[config.mk]
export PLATFORM = sky130hd
export DESIGN_NAME = uart_rx_frame_assembler
export DESIGN_NICKNAME = d
export VERILOG_FILES = /design/src/design/urfa_pkg.sv /design/src/design/urfa_store.sv /design/src/design/urfa_framer.sv /design/src/design/uart_rx_frame_assembler.sv
export VERILOG_INCLUDE_DIRS = /design/src /design/src/design
export SDC_FILE = /design/constraint.sdc
export NUM_CORES = 1
export LEC_CHECK = 0
export BUFFER_PORTS_ARGS = -buffer_cell sky130_fd_sc_hd__buf_2
export CAP_MARGIN = 20
export CORE_MARGIN = 10
export CORE_UTILIZATION = 49
export CTS_BUF_LIST = sky130_fd_sc_hd__clkbuf_4 sky130_fd_sc_hd__clkbuf_8
export CTS_CLUSTER_SIZE = 20
export DETAILED_ROUTE_END_ITERATION = 10
export GPL_ROUTABILITY_DRIVEN = 0
export PLACE_DENSITY = 0.72
export REMOVE_ABC_BUFFERS = 1
export SYNTH_ARGS = -nofsm -noshare
export SYNTH_HDL_FRONTEND = slang
export SYNTH_SLANG_ARGS = --single-unit
[constraint.sdc]
create_clock -name clock -period 5.95 [get_ports clock]
set_input_delay 1.19 -clock clock [delete_from_list [all_inputs] [get_ports clock]]
set_output_delay 1.19 -clock clock [all_outputs]
set_load 0.01 [all_outputs]
[src/design/assert_macros.svh]
// Assertion helper macros for the UART receive frame assembler.
// No dependencies; included by files that carry concurrent assertions.
`ifndef ASSERT_MACROS_SVH
`define ASSERT_MACROS_SVH

// Property that must hold at every clock edge outside reset.
`define ASSERT_ALWAYS(label, clk, rst, prop) \
   label: assert property (@(posedge clk) disable iff (rst) (prop)) \
      else $error("%m: assertion failed");

// Antecedent at one edge implies consequent at the next edge.
`define ASSERT_NEXT(label, clk, rst, ante, cons) \
   label: assert property (@(posedge clk) disable iff (rst) (ante) |=> (cons)) \
      else $error("%m: assertion failed");

`endif

[src/design/urfa_pkg.sv]
// Shared types and constants for the UART receive frame assembler.
// No dependencies.
package urfa_pkg;

   localparam int BUF_DEPTH_DEFAULT = 64;

   localparam int CSR_IDX_W  = 2;
   localparam int CSR_DATA_W = 8;

   // item kinds
   localparam logic [1:0] KIND_BYTE    = 2'd0;
   localparam logic [1:0] KIND_TICK    = 2'd1;
   localparam logic [1:0] KIND_READ    = 2'd2;
   localparam logic [1:0] KIND_RELEASE = 2'd3;

   // register indexes
   localparam logic [CSR_IDX_W-1:0] CSR_IDLE_TIMEOUT = 2'd0;
   localparam logic [CSR_IDX_W-1:0] CSR_END_FIRST    = 2'd1;
   localparam logic [CSR_IDX_W-1:0] CSR_END_SECOND   = 2'd2;

   localparam logic [6:0] IDLE_TIMEOUT_RESET = 7'd10;
   localparam logic [7:0] END_FIRST_RESET    = 8'h0D;
   localparam logic [7:0] END_SECOND_RESET   = 8'h09;

   typedef struct packed {
      logic [1:0] kind;
      logic [7:0] data_byte;
      logic [5:0] read_index;
   } req_type;

   typedef struct packed {
      logic       frame_ready;
      logic [6:0] frame_length;
      logic [7:0] read_byte;
      logic       receiving;
      logic       byte_taken;
   } rsp_type;

   typedef struct packed {
      logic [6:0] idle_timeout;
      logic [7:0] end_first;
      logic [7:0] end_second;
   } cfg_type;

endpackage

[src/design/urfa_store.sv]
// Frame byte store: one write port, one registered read port.
// Depends on nothing but its parameter.
module urfa_store #(
   parameter int BUF_DEPTH = 64
) (
   input  logic                         clock,
   input  logic                         wr_en,
   input  logic [$clog2(BUF_DEPTH)-1:0] wr_addr,
   input  logic [7:0]                   wr_data,
   input  logic                         rd_en,
   input  logic [$clog2(BUF_DEPTH)-1:0] rd_addr,
   output logic [7:0]                   rd_data
);

   logic [7:0] store_ff [BUF_DEPTH];
   logic [7:0] rd_data_ff;

   always_ff @(posedge clock) begin
      if (wr_en) begin
         store_ff[wr_addr] <= wr_data;
      end
   end

   always_ff @(posedge clock) begin
      if (rd_en) begin
         rd_data_ff <= store_ff[rd_addr];
      end
   end

   assign rd_data = rd_data_ff;

endmodule

[src/design/urfa_framer.sv]
// Framing state: write position, timer, terminator match, pending frame.
// Depends on urfa_pkg; drives the write and read ports of urfa_store.
module urfa_framer #(
   parameter int BUF_DEPTH = urfa_pkg::BUF_DEPTH_DEFAULT
) (
   input  logic                         clock,
   input  logic                         reset,
   input  logic                         item_en,
   input  urfa_pkg::req_type            item,
   input  urfa_pkg::cfg_type            cfg,
   output logic                         wr_en,
   output logic [$clog2(BUF_DEPTH)-1:0] wr_addr,
   output logic [7:0]                   wr_data,
   output logic                         rd_en,
   output logic [$clog2(BUF_DEPTH)-1:0] rd_addr,
   output urfa_pkg::rsp_type            status
);
   import urfa_pkg::*;

   localparam int ADDR_W = $clog2(BUF_DEPTH);
   localparam logic [ADDR_W:0]   DEPTH_LEN = (ADDR_W+1)'(BUF_DEPTH);
   localparam logic [ADDR_W+6:0] DEPTH_CMP = (ADDR_W+7)'(BUF_DEPTH);

   logic [ADDR_W-1:0] wpos_ff, wpos_in;
   logic [6:0]        clen_ff, clen_in;
   logic              pending_ff, pending_in;
   logic              gathering_ff, gathering_in;
   logic [6:0]        timer_ff, timer_in;
   logic [7:0]        prev_ff, prev_in;

   logic [ADDR_W:0]   npos;
   logic [ADDR_W:0]   close_len;
   logic [ADDR_W+7:0] len_wide;
   logic [ADDR_W+5:0] idx_wide;
   logic              do_close;
   logic              store_byte;

   assign npos     = {1'b0, wpos_ff} + (ADDR_W+1)'(1);
   assign idx_wide = {{ADDR_W{1'b0}}, item.read_index};
   assign len_wide = {7'd0, close_len};

   always_comb begin
      wpos_in      = wpos_ff;
      clen_in      = clen_ff;
      pending_in   = pending_ff;
      gathering_in = gathering_ff;
      timer_in     = timer_ff;
      prev_in      = prev_ff;
      do_close     = 1'b0;
      close_len    = npos;
      store_byte   = 1'b0;
      rd_en        = 1'b0;

      unique case (item.kind)
         KIND_BYTE: begin
            if (pending_ff) begin
               gathering_in = 1'b0;
               timer_in     = cfg.idle_timeout;
            end else if (wpos_ff != '0 && timer_ff == '0) begin
               // idle gap expired: close on what is held, drop this byte
               do_close  = 1'b1;
               close_len = {1'b0, wpos_ff};
            end else begin
               store_byte = 1'b1;
               if (wpos_ff == '0) begin
                  gathering_in = 1'b1;
               end
               timer_in = cfg.idle_timeout;
               prev_in  = item.data_byte;
               if ((wpos_ff != '0 && prev_ff == cfg.end_first &&
                    item.data_byte == cfg.end_second) || npos == DEPTH_LEN) begin
                  do_close = 1'b1;
               end else begin
                  wpos_in = npos[ADDR_W-1:0];
               end
            end
         end
         KIND_TICK: begin
            if (timer_ff != '0) begin
               timer_in = timer_ff - 7'd1;
            end
         end
         KIND_READ: begin
            rd_en = ({1'b0, idx_wide} < DEPTH_CMP);
         end
         KIND_RELEASE: begin
            pending_in = 1'b0;
         end
      endcase

      if (do_close) begin
         pending_in   = 1'b1;
         gathering_in = 1'b0;
         clen_in      = len_wide[6:0];
         wpos_in      = '0;
      end
   end

   always_ff @(posedge clock) begin
      if (reset) begin
         wpos_ff      <= '0;
         clen_ff      <= '0;
         pending_ff   <= 1'b0;
         gathering_ff <= 1'b0;
         timer_ff     <= '0;
         prev_ff      <= '0;
      end else if (item_en) begin
         wpos_ff      <= wpos_in;
         clen_ff      <= clen_in;
         pending_ff   <= pending_in;
         gathering_ff <= gathering_in;
         timer_ff     <= timer_in;
         prev_ff      <= prev_in;
      end
   end

   assign wr_en   = item_en & store_byte;
   assign wr_addr = wpos_ff;
   assign wr_data = item.data_byte;
   assign rd_addr = idx_wide[ADDR_W-1:0];

   always_comb begin
      status              = '0;
      status.frame_ready  = pending_in;
      status.frame_length = clen_in;
      status.receiving    = gathering_in;
      status.byte_taken   = store_byte;
   end

endmodule

[src/design/uart_rx_frame_assembler.sv]
// UART receive frame assembler: turns received bytes into framed buffers.
// An accepted transaction's result is registered and shows on rsp_* in the following cycle.
// Throughput: one transaction per cycle while results are taken, set by the single output register.
// Reset (synchronous): framing state cleared, registers to defaults (10, 0x0D, 0x09).
// The frame store keeps no reset; entries hold data only once written.
// Depends on urfa_pkg, urfa_framer, urfa_store and assert_macros.svh.
`include "assert_macros.svh"

module uart_rx_frame_assembler #(
   parameter int BUF_DEPTH = urfa_pkg::BUF_DEPTH_DEFAULT
) (
   input  logic                                 clock,
   input  logic                                 reset,
   // request transactions
   input  logic                                 req_valid,
   output logic                                 req_ready,
   input  urfa_pkg::req_type                    req_data,
   // result transactions
   output logic                                 rsp_valid,
   input  logic                                 rsp_ready,
   output urfa_pkg::rsp_type                    rsp_data,
   // register writes
   input  logic                                 csr_we,
   input  logic [urfa_pkg::CSR_IDX_W-1:0]       csr_index,
   input  logic [urfa_pkg::CSR_DATA_W-1:0]      csr_wdata
);
   import urfa_pkg::*;

   localparam int ADDR_W = $clog2(BUF_DEPTH);

   cfg_type           cfg_ff;
   logic              req_fire;
   logic              out_valid_ff;
   rsp_type           rsp_ff;
   logic              rd_sel_ff;
   rsp_type           status;
   logic              wr_en;
   logic [ADDR_W-1:0] wr_addr;
   logic [7:0]        wr_data;
   logic              rd_en;
   logic [ADDR_W-1:0] rd_addr;
   logic [7:0]        rd_data;

   // The output register frees up whenever its result leaves in the same cycle,
   // so a stream of transactions moves at one per clock while results are taken.
   assign req_ready = !out_valid_ff || rsp_ready;
   assign req_fire  = req_valid && req_ready;

   // Register file: the user must write it only while the block is quiet; the block does not enforce this.
   always_ff @(posedge clock) begin
      if (reset) begin
         cfg_ff.idle_timeout <= IDLE_TIMEOUT_RESET;
         cfg_ff.end_first    <= END_FIRST_RESET;
         cfg_ff.end_second   <= END_SECOND_RESET;
      end else if (csr_we) begin
         unique case (csr_index)
            CSR_IDLE_TIMEOUT: cfg_ff.idle_timeout <= csr_wdata[6:0];
            CSR_END_FIRST:    cfg_ff.end_first    <= csr_wdata;
            CSR_END_SECOND:   cfg_ff.end_second   <= csr_wdata;
            default: ;
         endcase
      end
   end

   urfa_framer #(
      .BUF_DEPTH (BUF_DEPTH)
   ) u_framer (
      .clock   (clock),
      .reset   (reset),
      .item_en (req_fire),
      .item    (req_data),
      .cfg     (cfg_ff),
      .wr_en   (wr_en),
      .wr_addr (wr_addr),
      .wr_data (wr_data),
      .rd_en   (rd_en),
      .rd_addr (rd_addr),
      .status  (status)
   );

   // Read data lands in the store's own output register on the same edge
   // that loads the result register, so both line up.
   urfa_store #(
      .BUF_DEPTH (BUF_DEPTH)
   ) u_store (
      .clock   (clock),
      .wr_en   (wr_en),
      .wr_addr (wr_addr),
      .wr_data (wr_data),
      .rd_en   (req_fire & rd_en),
      .rd_addr (rd_addr),
      .rd_data (rd_data)
   );

   always_ff @(posedge clock) begin
      if (reset) begin
         out_valid_ff <= 1'b0;
         rd_sel_ff    <= 1'b0;
      end else if (req_fire) begin
         out_valid_ff <= 1'b1;
         rd_sel_ff    <= rd_en;
      end else if (rsp_ready) begin
         out_valid_ff <= 1'b0;
      end
   end

   always_ff @(posedge clock) begin
      if (req_fire) begin
         rsp_ff <= status;
      end
   end

   // Reads outside the buffer, and all non-read transactions, return zero.
   always_comb begin
      rsp_data           = rsp_ff;
      rsp_data.read_byte = rd_sel_ff ? rd_data : 8'd0;
   end

   assign rsp_valid = out_valid_ff;

   // A frame is never pending and being gathered at the same time.
   `ASSERT_ALWAYS(a_pending_excl, clock, reset, !(rsp_valid && rsp_data.frame_ready && rsp_data.receiving))
   // Every accepted transaction produces a result on the next cycle.
   `ASSERT_NEXT(a_result_follows, clock, reset, req_fire, rsp_valid)
   // Only received-byte transactions can report a stored byte.
   `ASSERT_NEXT(a_taken_only_byte, clock, reset, req_fire && req_data.kind != KIND_BYTE, !rsp_data.byte_taken)

endmodule

==> impl_metrics.json <==
{
  "clkTransAtPathRegs_ps": 60,
  "end_kind": "register",
  "grt_pass1_vias": 11900,
  "vias_per_cell": 5.94,
  "slew_violations": 0,
  "status": "finished, final reports clean",
  "hpwlAfterDp_um": 32200,
  "setup_ws_ps": 1880,
  "ys.flop_type": "edfxtp_1",
  "hold_viol_final": 0,
  "first_pass_iters": 6,
  "clock_latency_ps": 660,
  "globalRouteMet3Util_pct": 5.94,
  "dp_slack_ps": 1280,
  "synth.cell_area_um2": 23200,
  "criticalPathCategory": "input pin to register",
  "track_usage_pct": 18.6,
  "netlist_instances": 1197,
  "fp.coreArea_um2": 46700,
  "ioPinCount": 51,
  "num_rows": 79,
  "finalNonFillerCells": 1969,
  "worstPathMaxFanout": 22,
  "grt_first_pass_wirelength_um": 78000,
  "detail-route-antenna-nets": 0,
  "layout_commonest_cell": "edfxtp_1",
  "clkSinkCount": 585,
  "fmax_mhz": 246,
  "use_met2_pct": 28.6,
  "cp_top_family": "simple AND/OR/NAND/NOR gates",
  "drive_gt1_share_pct": 29.1,
  "area_growth_pct": 11.5,
  "fillCellCount": 3511,
  "yosysWarnings": 0,
  "gr-total-overflow": 0,
  "cts_setup_buffers": 0,
  "routedWlPerCell_um": 26.6,
  "synth.avg_cell_area_um2": 19.4,
  "tightest_slew_ps": 992,
  "synth_edf_count": 530,
  "pwr-share-seq_pct": 55.1,
  "cp_slowest_cell": "nor2_1",
  "drt_iter0_markers": 1270,
  "leakage_nw": 8.33,
  "clockRootBuffer": "clkbuf_8",
  "route.detailed.drc": 0,
  "initial_core_util_pct": 49.7,
  "required_ps": 6220,
  "timing.slew.headroom_pct": 33.8,
  "numCtsBuffers": 90,
  "synth_top_area_cell": "edfxtp_1",
  "crit_chain": "buf_2 -> nand2b_1 -> nand2_1 -> inv_1 -> nand2_1 -> buf_4 -> nor2_1 -> nand3_1 -> nor2_1",
  "die_h_um": 237,
  "rsz0062_at_grt": "no",
  "whs_ps": 478,
  "p_sw_share_pct": 21.9,
  "clockPowerShare_pct": 39.3,
  "cts_tree": "done",
  "cts_hold_buf": 0,
  "yosys.area.top_type_share_pct": 68.7,
  "io_buffers": 50,
  "critPathMaxStageDelay_ps": 710,
  "cp.arrival_ps": 4340,
  "cts-htree-levels": 3,
  "num_vias": 11700,
  "fin_crit_ps": 4070,
  "wirelength_um": 52300,
  "antenna_found_initial": 2,
  "use_met1_pct": 24.9,
  "power_mw": 8.21,
  "power.internal_mw": 6.41,
  "ir_worst_vdd_uv": 167,
  "fin_setup_tns_ps": 0,
  "yosysSeqAreaShare_pct": 73.4,
  "ys_seq_elements": 585,
  "period_share_pct": 68.3,
  "final_nets": 1325,
  "critPathBufInv": 3,
  "mostFrequentLayoutCells": "edfxtp_1, mux4_2, nor2_1, clkbuf_8, nand2_1",
  "synth_area_leaders": "edfxtp_1, mux4_2, dfxtp_1, nor2_1, mux2i_1",
  "skew_ps": 33.7,
  "post_cts_resized": 0,
  "grt_start_max_net_pins": 80,
  "power_switching_mw": 1.80,
  "die_w_um": 237,
  "maxCapViolCount": 0,
  "ys_async_sr_fraction_pct": 0,
  "p_comb_share_pct": 5.7,
  "yosysUniqueCellTypes": 55,
  "top_usage_layer": "met2",
  "cts_buffer_depth": 3,
  "worstSetupStartpointType": "input pin",
  "hold_path.class": "register to register",
  "dieArea_um2": 56400,
  "setup_viol": 0,
  "power_density_nw_per_um2": 318,
  "dp_cells": 1805
}
[metrics by stage]
| stage | utilization [%] | area (µm²) |
|---|---|---|
| 2_1_floorplan | - | 22900 |
| 3_3_place_gp | 51.6 | 24100 |
| 3_5_place_dp | 51.6 | 24100 |
| 4_1_cts | 55.4 | 25800 |
| 5_1_grt | 55.4 | 25800 |
| 6_report | 55.4 | 25800 |
[path summary, 6_finish.rpt]
path                                             to                              from  cells after the start  slack (ps)
setup reg to reg  u_store.store_ff[39][3]$_DFFE_PP_  u_framer.wr_addr[3]$_SDFFE_PP0P_                      6        2190
hold / removal              cfg_ff[19]$_SDFFE_PP1P_           cfg_ff[19]$_SDFFE_PP1P_                      2         480
hold reg to reg             cfg_ff[19]$_SDFFE_PP1P_           cfg_ff[19]$_SDFFE_PP1P_                      2         480
setup / recovery  u_store.store_ff[39][3]$_DFFE_PP_                         rsp_ready                      9        1880
[flip-flops by register name (all words and copies together), names as in the netlist]
register / flops
rd_sel_ff: 1
u_framer.wr_addr: 6
u_framer.gathering_ff: 1
u_framer.clen_ff: 7
rsp_valid: 1
u_framer.timer_ff: 7
u_store.store_ff: 512
cfg_ff: 23
u_store.rd_data: 8
u_framer.pending_ff: 1
u_framer.prev_ff: 8
rsp_data: 10
[per-layer routing]
layer | up-vias | share of wire [%]
met5 | - | 0
met4 | 0 | 2.4
met3 | 79 | 9.5
met2 | 543 | 47
met1 | 6032 | 41
li1 | 5034 | -
[final cells by class]
| type | instances | area [µm²] | share of cell area, % |
|---|---|---|---|
| diodes | 1 | 2.50 | 0.00968 |
| clock buffers | 126 | 1540 | 5.96 |
| clock inverters | 36 | 203 | 0.784 |
| inverters | 7 | 26.3 | 0.102 |
| multi-input cells | 536 | 5840 | 22.6 |
| flip-flops and latches | 585 | 17000 | 65.9 |
| well taps | 607 | 759 | 2.94 |
| repair buffers | 71 | 448 | 1.73 |
[cell usage after synthesis (all sizes together), types with 3 or more instances]
cell type	n
mux2i	34
nor2	97
dfxtp	55
mux4	157
o31ai	3
xor2	5
o21ai	20
nand3	18
clkbuf	38
nand2	60
edfxtp	530
nand3b	5
nor4	3
xnor2	16
a31oi	7
buf	31
mux2	14
a21oi	20
o311a	5
o21bai	6
inv	6
ha	3
nand2b	5
nor2b	6
a211oi	3
nand4	4
and2	9
or3	5
nor3	9
[cell families after synthesis]
family / Yosys count / synth area share [%]
AO/OA/AOI/OAI: 75 / 2.14
flip-flops: 585 / 73.4
adder cells (fa/ha/maj): 3 / 0.162
multiplexers: 205 / 17.5
buffers and inverters: 76 / 1.37
XOR/XNOR: 21 / 0.794
AND/OR/NAND/NOR: 232 / 4.57
[tightest hold or removal path, cell delays in order, from the launching register on]
cell     delay, ps
dfxtp_1        330
mux2i_1         70
nand2_1         60
[power by group through the flow]
stage,logic (mW),registers (mW),clock network [mW]
floorplan,0.224,4.60,0
global placement,0.458,4.60,0
detailed placement,0.466,4.60,0
CTS,0.468,4.52,3.27
global route,0.499,4.52,3.46
finish,0.464,4.52,3.22
Power figures use the tool's default switching activity.
